**config.mk**
```make
export PLATFORM = sky130hd
export DESIGN_NAME = sorted_value_table_flat
export DESIGN_NICKNAME = d
export VERILOG_FILES = /design/src/sv/svt_pkg.sv /design/src/sv/svt_req_if.sv /design/src/sv/svt_rsp_if.sv /design/src/sv/svt_ram.sv /design/src/sv/svt_ctrl.sv /design/src/sv/svt_dp.sv /design/src/sv/sorted_value_table.sv /design/src/flat_wrapper.sv
export SDC_FILE = /design/constraint.sdc
export NUM_CORES = 1
export LEC_CHECK = 0
export BUFFER_PORTS_ARGS = -buffer_cell sky130_fd_sc_hd__buf_4
export CORE_ASPECT_RATIO = 0.6
export CORE_MARGIN = 2
export CORE_UTILIZATION = 33
export CTS_BUF_LIST = sky130_fd_sc_hd__clkbuf_4
export DETAILED_ROUTE_END_ITERATION = 16
export PLACE_DENSITY = 0.52
export SYNTH_ARGS = -nofsm -noshare
export SYNTH_HDL_FRONTEND = slang
export SYNTH_SLANG_ARGS = --single-unit
```
**constraint.sdc**
```tcl
create_clock -name clk -period 11.4 [get_ports clk]
set_input_delay 2.28 -clock clk [delete_from_list [all_inputs] [get_ports clk]]
set_output_delay 2.28 -clock clk [all_outputs]
set_load 0.005 [all_outputs]
```
**src/sv/svt_pkg.sv**
```systemverilog
// Package with the shared types and codes of the sorted value table.
`default_nettype none

package svt_pkg;

  typedef enum logic {
    OP_INSERT = 1'b0,
    OP_DELETE = 1'b1
  } opcode_t;

  typedef enum logic [1:0] {
    ST_INSERTED  = 2'd0,
    ST_DELETED   = 2'd1,
    ST_NOT_FOUND = 2'd2,
    ST_FULL      = 2'd3
  } status_t;

  typedef enum logic [3:0] {
    S_IDLE,
    S_DECIDE,
    S_INS_RD,
    S_INS_CMP,
    S_DEL_RD,
    S_DEL_CMP,
    S_FIN_LO,
    S_FIN_HI,
    S_FIN_CAP,
    S_OUTPUT
  } ctl_state_t;

  typedef enum logic [3:0] {
    DP_NONE,
    DP_LOAD,
    DP_FULL,
    DP_INS_READ,
    DP_INS_SHIFT,
    DP_INS_PLACE,
    DP_DEL_READ,
    DP_DEL_STEP,
    DP_DEL_END,
    DP_RD_LO,
    DP_RD_HI,
    DP_CAP_HI,
    DP_OUT
  } dp_cmd_t;

  typedef struct packed {
    logic op_del;
    logic full;
    logic idx_zero;
    logic idx_at_count;
    logic shift_up;
    logic out_free;
  } dp_stat_t;

endpackage

`default_nettype wire

```
**src/sv/svt_req_if.sv**
```systemverilog
// Request channel: one insert or delete transaction per handshake.
`default_nettype none

interface svt_req_if;
  import svt_pkg::*;

  logic               valid;
  logic               ready;
  opcode_t            opcode;
  logic signed [31:0] value;

  modport source (output valid, output opcode, output value, input ready);
  modport sink (input valid, input opcode, input value, output ready);
endinterface

`default_nettype wire

```
**src/sv/svt_rsp_if.sv**
```systemverilog
// Response channel: status, count and extreme values after each transaction.
`default_nettype none

interface svt_rsp_if;
  import svt_pkg::*;

  logic               valid;
  logic               ready;
  status_t            status;
  logic [4:0]         entry_count;
  logic signed [31:0] smallest;
  logic signed [31:0] largest;

  modport source (output valid, output status, output entry_count, output smallest,
                  output largest, input ready);
  modport sink (input valid, input status, input entry_count, input smallest,
                input largest, output ready);
endinterface

`default_nettype wire

```
**src/sv/svt_ram.sv**
```systemverilog
// Generic single-write, single-read RAM with registered read data.
`default_nettype none

module svt_ram #(
  parameter int WIDTH = 32,
  parameter int DEPTH = 16
) (
  input  wire logic                     clk,
  input  wire logic                     we,
  input  wire logic [$clog2(DEPTH)-1:0] waddr,
  input  wire logic [WIDTH-1:0]         wdata,
  input  wire logic [$clog2(DEPTH)-1:0] raddr,
  output logic      [WIDTH-1:0]         rdata
);

  logic [WIDTH-1:0] mem [DEPTH];

  always_ff @(posedge clk) begin
    if (we) begin
      mem[waddr] <= wdata;
    end
    rdata <= mem[raddr];
  end

endmodule

`default_nettype wire

```
**src/sv/svt_ctrl.sv**
```systemverilog
// Controller state machine that sequences insert, delete and result steps.
`default_nettype none

module svt_ctrl (
  input  wire logic             clk,
  input  wire logic             rst,
  input  wire logic             in_valid,
  output logic                  in_ready,
  input  wire svt_pkg::dp_stat_t stat,
  output svt_pkg::dp_cmd_t      cmd
);
  import svt_pkg::*;

  ctl_state_t state;
  ctl_state_t state_next;

  always_ff @(posedge clk) begin
    if (rst) begin
      state <= S_IDLE;
    end else begin
      state <= state_next;
    end
  end

  always_comb begin
    state_next = state;
    unique case (state)
      S_IDLE: begin
        if (in_valid) state_next = S_DECIDE;
      end
      S_DECIDE: begin
        if (stat.op_del) state_next = S_DEL_RD;
        else if (stat.full) state_next = S_FIN_LO;
        else state_next = S_INS_RD;
      end
      S_INS_RD: begin
        state_next = stat.idx_zero ? S_FIN_LO : S_INS_CMP;
      end
      S_INS_CMP: begin
        state_next = stat.shift_up ? S_INS_RD : S_FIN_LO;
      end
      S_DEL_RD: begin
        state_next = stat.idx_at_count ? S_FIN_LO : S_DEL_CMP;
      end
      S_DEL_CMP: state_next = S_DEL_RD;
      S_FIN_LO:  state_next = S_FIN_HI;
      S_FIN_HI:  state_next = S_FIN_CAP;
      S_FIN_CAP: state_next = S_OUTPUT;
      S_OUTPUT: begin
        if (stat.out_free) state_next = S_IDLE;
      end
      default: state_next = S_IDLE;
    endcase
  end

  always_comb begin
    cmd      = DP_NONE;
    in_ready = 1'b0;
    unique case (state)
      S_IDLE: begin
        in_ready = 1'b1;
        if (in_valid) cmd = DP_LOAD;
      end
      S_DECIDE: begin
        if (!stat.op_del && stat.full) cmd = DP_FULL;
      end
      S_INS_RD: begin
        cmd = stat.idx_zero ? DP_INS_PLACE : DP_INS_READ;
      end
      S_INS_CMP: begin
        cmd = stat.shift_up ? DP_INS_SHIFT : DP_INS_PLACE;
      end
      S_DEL_RD: begin
        cmd = stat.idx_at_count ? DP_DEL_END : DP_DEL_READ;
      end
      S_DEL_CMP: cmd = DP_DEL_STEP;
      S_FIN_LO:  cmd = DP_RD_LO;
      S_FIN_HI:  cmd = DP_RD_HI;
      S_FIN_CAP: cmd = DP_CAP_HI;
      S_OUTPUT: begin
        if (stat.out_free) cmd = DP_OUT;
      end
      default: cmd = DP_NONE;
    endcase
  end

  // Every transaction walks through several states, so two never arrive on successive edges.
  a_no_back_to_back: assert property (@(posedge clk) disable iff (rst)
    (in_valid && in_ready) |=> !in_ready)
    else $error("request taken on two successive cycles");

  // A result is loaded only from the output state.
  a_out_from_output: assert property (@(posedge clk) disable iff (rst)
    (cmd == DP_OUT) |-> (state == S_OUTPUT && stat.out_free))
    else $error("result loaded outside the output state");

endmodule

`default_nettype wire

```
**src/sv/svt_dp.sv**
```systemverilog
// Datapath: value store, scan index, count and the response register.
`default_nettype none

module svt_dp #(
  parameter int DEPTH = 16
) (
  input  wire logic               clk,
  input  wire logic               rst,
  input  wire svt_pkg::dp_cmd_t   cmd,
  output svt_pkg::dp_stat_t       stat,
  input  wire svt_pkg::opcode_t   in_opcode,
  input  wire logic signed [31:0] in_value,
  output logic                    out_valid,
  input  wire logic               out_ready,
  output svt_pkg::status_t        out_status,
  output logic [4:0]              out_entry_count,
  output logic signed [31:0]      out_smallest,
  output logic signed [31:0]      out_largest
);
  import svt_pkg::*;

  localparam int AW = $clog2(DEPTH);
  localparam int CW = $clog2(DEPTH + 1);

  opcode_t            op;
  logic signed [31:0] val;
  logic [CW-1:0]      idx;
  logic [CW-1:0]      count;
  logic               found;
  status_t            res_status;
  logic signed [31:0] lo;
  logic signed [31:0] hi;

  logic          we;
  logic [AW-1:0] waddr;
  logic [31:0]   wdata;
  logic [AW-1:0] raddr;
  logic [31:0]   rdata;
  logic [CW-1:0] idx_dec;
  logic [CW-1:0] cnt_dec;
  logic          match;

  assign idx_dec = idx - CW'(1);
  assign cnt_dec = count - CW'(1);
  assign match   = (rdata == $unsigned(val));

  assign stat.op_del       = (op == OP_DELETE);
  assign stat.full         = (count == CW'(DEPTH));
  assign stat.idx_zero     = (idx == '0);
  assign stat.idx_at_count = (idx == count);
  assign stat.shift_up     = ($signed(rdata) >= val);
  assign stat.out_free     = !out_valid || out_ready;

  svt_ram #(
    .WIDTH (32),
    .DEPTH (DEPTH)
  ) u_ram (
    .clk   (clk),
    .we    (we),
    .waddr (waddr),
    .wdata (wdata),
    .raddr (raddr),
    .rdata (rdata)
  );

  always_comb begin
    we    = 1'b0;
    waddr = idx[AW-1:0];
    wdata = $unsigned(val);
    raddr = '0;
    case (cmd)
      DP_INS_READ:  raddr = idx_dec[AW-1:0];
      DP_INS_SHIFT: begin
        we    = 1'b1;
        wdata = rdata;
      end
      DP_INS_PLACE: we = 1'b1;
      DP_DEL_READ:  raddr = idx[AW-1:0];
      DP_DEL_STEP: begin
        // Once the match is behind us, each later entry moves down by one.
        we    = found;
        waddr = idx_dec[AW-1:0];
        wdata = rdata;
      end
      DP_RD_LO:     raddr = '0;
      DP_RD_HI:     raddr = cnt_dec[AW-1:0];
      default: ;
    endcase
  end

  always_ff @(posedge clk) begin
    if (rst) begin
      count     <= '0;
      out_valid <= 1'b0;
    end else begin
      if (cmd == DP_OUT) begin
        out_valid <= 1'b1;
      end else if (out_valid && out_ready) begin
        out_valid <= 1'b0;
      end
      case (cmd)
        DP_INS_PLACE: count <= count + CW'(1);
        DP_DEL_END: begin
          if (found) count <= cnt_dec;
        end
        default: ;
      endcase
    end
  end

  always_ff @(posedge clk) begin
    case (cmd)
      DP_LOAD: begin
        op    <= in_opcode;
        val   <= in_value;
        found <= 1'b0;
        idx   <= (in_opcode == OP_INSERT) ? count : '0;
      end
      DP_FULL:      res_status <= ST_FULL;
      DP_INS_SHIFT: idx <= idx_dec;
      DP_INS_PLACE: res_status <= ST_INSERTED;
      DP_DEL_STEP: begin
        if (!found && match) found <= 1'b1;
        idx <= idx + CW'(1);
      end
      DP_DEL_END:   res_status <= found ? ST_DELETED : ST_NOT_FOUND;
      DP_RD_HI:     lo <= (count == '0) ? '0 : $signed(rdata);
      DP_CAP_HI:    hi <= (count == '0) ? '0 : $signed(rdata);
      DP_OUT: begin
        out_status      <= res_status;
        out_entry_count <= 5'(count);
        out_smallest    <= lo;
        out_largest     <= hi;
      end
      default: ;
    endcase
  end

  a_count_bound: assert property (@(posedge clk) disable iff (rst)
    count <= CW'(DEPTH))
    else $error("stored count above table depth");

  a_count_inc: assert property (@(posedge clk) disable iff (rst)
    (cmd == DP_INS_PLACE) |=> (count == $past(count) + CW'(1)))
    else $error("insert did not raise the count by one");

  a_count_hold: assert property (@(posedge clk) disable iff (rst)
    (cmd != DP_INS_PLACE && cmd != DP_DEL_END) |=> $stable(count))
    else $error("count changed outside an insert or delete");

endmodule

`default_nettype wire

```
**src/sv/sorted_value_table.sv**
```systemverilog
// Sorted value table: keeps up to DEPTH signed values in ascending order.
//
// The req channel carries one transaction per handshake: opcode selects an
// insert or the deletion of one stored copy of value. The rsp channel returns
// exactly one transaction per request with the status, the new count and the
// smallest and largest stored values (both zero when the table is empty).
// An insert into a full table is dropped and reported as such.
//
// Requests are handled one at a time. The values live in a single-port-read
// RAM, and each scan step is a read state followed by a compare state with
// its write. An insert scans down from the top and moves each stored value
// not below the new one up by one before placing it; a delete scans every
// stored value and moves each one after the first match down by one, and an
// insert into a full table goes straight to reading the smallest and largest.
// After the response is loaded, the next request can be taken even while
// that response still waits; if the receiver stalls, the block holds the
// following result in its last state until the response register frees up.
// Synchronous reset empties the table and drops any pending response; the
// RAM needs no clearing pass because only entries below the count are read.
`default_nettype none

module sorted_value_table #(
  parameter int DEPTH = 16
) (
  input  wire logic  clk,
  input  wire logic  rst,
  svt_req_if.sink    req,
  svt_rsp_if.source  rsp
);
  import svt_pkg::*;

  dp_cmd_t  cmd;
  dp_stat_t stat;
  logic     in_ready;

  assign req.ready = in_ready;

  svt_ctrl u_ctrl (
    .clk      (clk),
    .rst      (rst),
    .in_valid (req.valid),
    .in_ready (in_ready),
    .stat     (stat),
    .cmd      (cmd)
  );

  svt_dp #(
    .DEPTH (DEPTH)
  ) u_dp (
    .clk             (clk),
    .rst             (rst),
    .cmd             (cmd),
    .stat            (stat),
    .in_opcode       (req.opcode),
    .in_value        (req.value),
    .out_valid       (rsp.valid),
    .out_ready       (rsp.ready),
    .out_status      (rsp.status),
    .out_entry_count (rsp.entry_count),
    .out_smallest    (rsp.smallest),
    .out_largest     (rsp.largest)
  );

endmodule

`default_nettype wire

```
**src/flat_wrapper.sv**
```systemverilog
// flat-port wrapper written by rule: the top's interface ports become plain ports
module sorted_value_table_flat import svt_pkg::*;
#(
  parameter int DEPTH = 16
)
  (clk, rst, req_valid, req_opcode, req_value, req_ready, rsp_valid, rsp_status, rsp_entry_count, rsp_smallest, rsp_largest, rsp_ready);
  svt_req_if req_i ();
  svt_rsp_if rsp_i ();
  input  wire logic clk;
  input  wire logic rst;
  input wire logic [$bits(req_i.valid)-1:0] req_valid;
  input wire logic [$bits(req_i.opcode)-1:0] req_opcode;
  input wire logic [$bits(req_i.value)-1:0] req_value;
  output wire logic [$bits(req_i.ready)-1:0] req_ready;
  output wire logic [$bits(rsp_i.valid)-1:0] rsp_valid;
  output wire logic [$bits(rsp_i.status)-1:0] rsp_status;
  output wire logic [$bits(rsp_i.entry_count)-1:0] rsp_entry_count;
  output wire logic [$bits(rsp_i.smallest)-1:0] rsp_smallest;
  output wire logic [$bits(rsp_i.largest)-1:0] rsp_largest;
  input wire logic [$bits(rsp_i.ready)-1:0] rsp_ready;
  assign req_i.valid = req_valid;
  assign req_i.opcode = req_opcode;
  assign req_i.value = req_value;
  assign req_ready = req_i.ready;
  assign rsp_valid = rsp_i.valid;
  assign rsp_status = rsp_i.status;
  assign rsp_entry_count = rsp_i.entry_count;
  assign rsp_smallest = rsp_i.smallest;
  assign rsp_largest = rsp_i.largest;
  assign rsp_i.ready = rsp_ready;
  sorted_value_table #(.DEPTH(DEPTH)) u_core (.clk(clk), .rst(rst), .req(req_i), .rsp(rsp_i));
endmodule
```
# ---- Word-level counts from Yosys, hierarchy flattened
# Memories as Yosys holds them, arrays and structs flattened. A register that Yosys moved wholly into a read port is not among the register bits.
# Cells that the tools add are included.
dict set report totals {
  register_bits 186
  latchBits 0
  ramBits 512
  mem_bits_ro 0
  inputBits 37
  out_inout_bits 73
  wordCells 100
  mem_count 1
}
# name depth word_bits read_ports rd_ports_with_merged_regs write_ports line
set mem_list {}
lappend mem_list {u_core.u_dp.u_ram.mem 16 32 1 1 1 svt_ram.sv:16} ;# logic [WIDTH-1:0] mem [DEPTH];
dict set report op_classes {
  add_sub_neg 4
  mul 0
  div 0
  order_cmp 1
  n_eq_ne 27
  shifts 0
  n_mux 33
  bitwise 0
  n_reduce_logical 20
}
# operator n
set op_table {}
lappend op_table {{$pmux W4 S10} 2}
lappend op_table {{$mux W32} 2}
lappend op_table {{$eq A32 B32 Y1} 1}
lappend op_table {{$eq A4 B3 Y1 const B} 8}
lappend op_table {{$ge A32 B32 Y1} 1}
lappend op_table {{$eq A4 B4 Y1 const B} 6}
lappend op_table {{$mux W4} 5}
lappend op_table {{$eq A4 B2 Y1 const B} 4}
lappend op_table {{$mux W3} 5}
lappend op_table {{$pmux W5 S3} 1}
lappend op_table {{$pmux W4 S3} 1}
lappend op_table {{$add A5 B1 Y5 const B} 2}
lappend op_table {{$logic_not A5 Y1} 2}
lappend op_table {{$mux W5} 2}
lappend op_table {{$pmux W5 S2} 1}
lappend op_table {{$sub A5 B1 Y5 const B} 2}
lappend op_table {{$eq A4 B1 Y1 const B} 2}
lappend op_table {{$mux W1} 8}
lappend op_table {{$mux W2} 3}
lappend op_table {{$ne A2 B2 Y1 const B} 3}
lappend op_table {{$pmux W2 S3} 1}
lappend op_table {{$reduce_and A2 Y1} 3}
lappend op_table {{$reduce_bool A2 Y1} 3}
lappend op_table {{$reduce_bool A3 Y1} 2}
lappend op_table {{9 further kinds} 15}

# ---- Depth between registers and ports, before layout
dict set report logic_depth {
  ltp_word 9
  mapped_depth 14
  depth_no_buf 10
}

# ---- Cells and area by module
# Synthesis repeated with hierarchy kept, for this count alone.
dict set report unflattened {
  hier_cells 1417
  area_unflattened_um2 28050.7
}
# mod instances cells_each area_per_inst_um2 seq_area_each_um2
set by_module_without_submodules {}
lappend by_module_without_submodules {svt_ram 1 838 19835.3 16015.4}
lappend by_module_without_submodules {svt_dp 1 518 7764.9 5405.2}
lappend by_module_without_submodules {svt_ctrl 1 61 450.4 80.1}

# ---- Least setup slack after synthesis
# OpenSTA, ideal clock, no wires.
dict set report synth_path {
  path_kind {input to register}
  from {input port rsp_ready}
  to {register u_core.u_dp.out_entry_count[0] (enable)}
  setup_time_ps 501
  arrival_ps 5291
  required_ps 10899
  path_slack_ps 5608
  path_stages 2
  n_path_buf 0
  cell_sequence {nor2b_1 > nor2_1}
}
dict set report synth_between {
  elab_chain_cells 4
}
# item line
set synth_rtl {}
lappend synth_rtl {{start: declaration} flat_wrapper.sv:20} ;# input wire logic [$bits(rsp_i.ready)-1:0] rsp_ready;
lappend synth_rtl {{$logic_or A1 B1 Y1} svt_dp.sv:52} ;# assign stat.out_free = !out_valid || out_ready;
lappend synth_rtl {{$mux W4} svt_ctrl.sv:81} ;# if (stat.out_free) cmd = DP_OUT;
lappend synth_rtl {{$pmux W4 S10} svt_ctrl.sv:59} ;# unique case (state)
lappend synth_rtl {{$eq A4 B4 Y1} svt_dp.sv:112} ;# case (cmd)
lappend synth_rtl {{end signal: assignment} svt_dp.sv:131} ;# out_entry_count <= 5'(count);
lappend synth_rtl {{end: declaration} svt_dp.sv:16} ;# output logic [4:0] out_entry_count,
# Every way passes these cells.
# A chain may end at the register's enable or synchronous reset.

# ---- Final worst setup path
dict set report layout_path {
  from {register u_core.u_dp.idx[0]}
  to {register u_core.u_dp.u_ram.rdata[24], read port of u_core.u_dp.u_ram.mem}
}
dict set report layout_between {
  elab_chain_cells 5
  elab_cells_between_ends 10
  cone_classes {1 x add/sub; 4 x eq/ne; 4 x mux; 1 x reduce/logical}
}
# item line
set layout_rtl {}
lappend layout_rtl {{start: declaration} svt_dp.sv:27} ;# logic [CW-1:0] idx;
lappend layout_rtl {{start signal: assignment} svt_dp.sv:117} ;# idx <= (in_opcode == OP_INSERT) ? count : '0;
lappend layout_rtl {{start signal: assignment} svt_dp.sv:120} ;# DP_INS_SHIFT: idx <= idx_dec;
lappend layout_rtl {{start signal: assignment} svt_dp.sv:124} ;# idx <= idx + CW'(1);
lappend layout_rtl {{$eq A5 B5 Y1 / $logic_not A5 Y1 (equally long branches)} {svt_dp.sv:50, svt_dp.sv:49}}
lappend layout_rtl {{$mux W4 / $mux W3 (equally long branches)} {svt_ctrl.sv:74, svt_ctrl.sv:68}}
lappend layout_rtl {{$pmux W4 S10} svt_ctrl.sv:59}
lappend layout_rtl {{$eq A4 B4 Y1 (tied with other cells)} svt_dp.sv:71} ;# case (cmd)
lappend layout_rtl {{$pmux W4 S3 (*)} svt_dp.sv:71}
lappend layout_rtl {{end: declaration} svt_ram.sv:13} ;# output logic [WIDTH-1:0] rdata
# Every way passes the cells marked *; elsewhere a longest branch is shown, timed or not.

==> impl_results.md <==
- CP max FO: around 90
- Post-synthesis sequential area ratio: between 70% and 80%
- Final std cells w/o fill: 3495
- Clock transition at path regs: ~80 ps
- Pre-CTS setup slack: 5400 ps
- Reg area: 21500 um^2
- Post-synth EDFFs: 688
- DRT antenna net count: 0
- Synthesized cell area: 29400 um^2
- Worst-case clock buffer depth: 3
- Setup Crit Path Kind: flip-flop to flip-flop
- Vias per cell: 5.17
- CTS Hold Buffers Added: 0
- Die height: 235 um
- Clk_lat worst skew: 970 ps
- Main combinational cell family by area after synthesis: compound AO/OA/AOI/OAI gates
- Vias: 18070
- DR top layer: met4
- Multi-input gate area: 7180 um^2
- Antenna violations before repair: 1
- Yosys warnings: 0
- Max-cap violation count: 0
- Die area: 91600 um^2
- Peak VDD IR: 0.171 mV
- Pint: just over 5 mW
- Synth top area share: 70.3%
- Gate power share: 28.5%
- Number of global-route vias before repair: 17772
- Max Clock Freq: 163 MHz
- Gpl congestion: 0.843
- Worst setup SP type: flip-flop
- WHS: 408 ps
- Ys async rst share: 0%
- Pleak: 11.5 nW
- First-pass GRT wire length: 117000 um
- Adder-cell area share of the yosys netlist: under 10%
- First-pass DRT Iterations: 5
- Endpoints failing setup: 0
- Skew final: 49.9 ps
- CTS Buf Count: 165
- RSZ-0062 raised after global routing: false
- Detailed Route Iter0 Violations: approximately 1800
- Fillers: a little over 8000
- Worst-Margin Slew: 1130 ps
- Placed cell count: 3191
- Post-synthesis simple-gate area fraction: 9.85%
- Multiplexer area fraction after synthesis: roughly 1.4%
- Fin crit share: 53.9%
- CTS root buffer: clkbuf_4
- Placeable Area: between 80000 and 90000 um^2
- Synthesized net count: between 2000 and 2500
- Setup TNS: 0 ps
- CTS tree: built
- Status: completed
- Fin nets: 2271
- Post-route setup slack: 5250 ps
- Clock share of power: 27.0%
- H-tree depth: 4
- Post-CTS Setup Inserts: 0
- Largest net degree at the start of global routing: approximately 180
- Pwr/cell area: 234 nW/um^2
- Port bufs: about 110
- Wire length per cell: 22.6 um
- Tot Pwr: 7.87 mW
- CTS resizes: 0
- Starting Density: roughly a third
- Final instance area: 33600 um^2
- WP data arrival: 7010 ps
- XOR/XNOR share of the synthesized area: less than 1%
- Sw frac: 35.0%
- Final Core Density: 38.2%
- Syn Inst Count: 2026
- Worst path required time: 12260 ps
- CTS sink cnt: between 700 and 800
- Post-DP Area: 31400 um^2
- Global route overflow: 0
- Area Overhead vs Synth: 14.2%
- Slew Limit Fails: 0
- DR WL met2: 34600 um
- Synth cell types: 58
- Die Wd: 389 um
- Psw: 2.76 mW
- Std-Cell Rows: 84
- FF-to-FF setup slack: about 5300 ps
- Slew headroom: 24.4%
- CP Capture Type: flip-flop
- # IOs: 110
- Synth Flop Type: edfxtp_1
- Final count of hold timing violations: 0
- Sequential Power Share: 44.6%
- Synth Area in Compound Gates: 10.7%
- Fin crit period: 6150 ps
- Synthesis-stage register bit count: 730
- Share of cells above drive strength 1: 23.1%
- Residual DRC: 0
- Dpl hpwl: 40100 um
- Cells taking the most area after synthesis: edfxtp_1, nand2_1, dfxtp_1
- Mean post-synth cell area: 14.5 um^2
- Post-Route WL: just under 80000 um
- Total track usage: between 10% and 20%
- Met3 Wirelength: 5330 um
- Hold crit path type: flip-flop to flip-flop
- Post-Route M1 WL: around 38000 um
- Leading area contributor after synthesis: edfxtp_1
[critical path, stage by stage (launching register included)]
cell	delay, ps
edfxtp_1	650
inv_1	130
ha_1	350
nor4b_1	230
or3_1	480
o22a_4	260
buf_4	340
nand2_4	780
buf_4	960
buf_4	1000
nand2_1	150
a31oi_1	260
a22oi_1	130
nand2_1	100
[registers in the layout, summed over array words and instances (netlist names), 32 cells and up]
signal                    flops
u_core.u_dp.val              32
u_core.u_dp.u_ram.mem       512
u_core.u_dp.out_largest      32
u_core.u_dp.lo               32
u_core.u_dp.out_smallest     32
u_core.u_dp.u_ram.rdata      32
u_core.u_dp.hi               32
[cell families (layout without fill, tap and decap cells)]
group / after synthesis / count (layout)
DFF: 730 / 730
and+or+nand+nor: 611 / 611
AOI/OAI and AO/OA: 414 / 414
buffers and inverters: 185 / 490
adders and majority gates: 37 / 37
muxes: 37 / 37
xor gates and xnor gates: 12 / 12
other: 0 / 3
[per-layer routing]
layer  up-vias  track usage (%)
li1       8243                -
met1      9003             24.9
met2       704             25.2
met3       120             3.59
met4         0             5.06
met5         -                0
[synth_stat cells, types with 9 or more instances]
| library cell | instances |
|---|---|
| nand2_1 | 317 |
| a31oi_1 | 133 |
| nand4_1 | 10 |
| inv_1 | 45 |
| a21oi_1 | 32 |
| a211oi_1 | 76 |
| buf_6 | 13 |
| ha_1 | 37 |
| and3_1 | 130 |
| nor2b_1 | 41 |
| clkbuf_1 | 58 |
| dfxtp_1 | 42 |
| nor3_1 | 13 |
| nand2b_1 | 9 |
| mux2_2 | 35 |
| nand3_1 | 10 |
| nor2_1 | 53 |
| edfxtp_1 | 688 |
| a22oi_1 | 66 |
| buf_2 | 58 |
| o21ai_0 | 17 |
| a211oi_2 | 56 |
[layout make-up]
cell class              instances  share of cell area, %
diodes                          3                 0.0224
clock buffers                 256                   5.72
clock inverters                45                  0.756
inverters                      45                  0.503
multi-input cells            1111                   21.4
flip-flops and latches        730                   64.0
well taps                    1161                   4.33
repair buffers                144                   3.26
[power groups by stage]
| stage | Clock [mW] | Combinational (mW) | Sequential (mW) |
|---|---|---|---|
| 2_1_floorplan | 0 | 1.63 | 3.45 |
| 3_3_place_gp | 0 | 2.19 | 3.57 |
| 3_5_place_dp | 0 | 2.23 | 3.56 |
| 4_1_cts | 2.19 | 2.24 | 3.51 |
| 5_1_grt | 2.33 | 2.46 | 3.52 |
| 6_report | 2.12 | 2.24 | 3.51 |
[final timing paths]
kind / start / end / cells after the start
worst max-delay path: u_core.u_dp.idx[0]$_DFFE_PP_ / u_core.u_dp.u_ram.rdata[24]$_DFF_P_ / 13
worst min-delay path: u_core.u_dp.hi[14]$_DFFE_PN_ / u_core.u_dp.out_largest[14]$_DFFE_PP_ / 0
worst max register to register: u_core.u_dp.idx[0]$_DFFE_PP_ / u_core.u_dp.u_ram.rdata[24]$_DFF_P_ / 13
worst min register to register: u_core.u_dp.hi[14]$_DFFE_PN_ / u_core.u_dp.out_largest[14]$_DFFE_PP_ / 0
[layout by cell type, fill, tap and decap left out, types with 17 or more instances in the layout]
| cell | Yosys | routed |
|---|---|---|
| clkbuf_4 | 0 | 256 |
| nor2b_1 | 41 | 39 |
| dfxtp_1 | 42 | 42 |
| nor2_4 | 0 | 18 |
| mux2_2 | 35 | 35 |
| a21oi_1 | 32 | 32 |
| a211oi_1 | 76 | 76 |
| ha_1 | 37 | 37 |
| clkinv_1 | 0 | 32 |
| edfxtp_1 | 688 | 688 |
| o21ai_0 | 17 | 17 |
| nand2_1 | 317 | 316 |
| and3_1 | 130 | 130 |
| a22oi_1 | 66 | 66 |
| buf_4 | 8 | 143 |
| a211oi_2 | 56 | 56 |
| nor2_1 | 53 | 34 |
| a31oi_1 | 133 | 133 |
| inv_1 | 45 | 43 |
No activity file was read; power rests on OpenSTA's default activity.
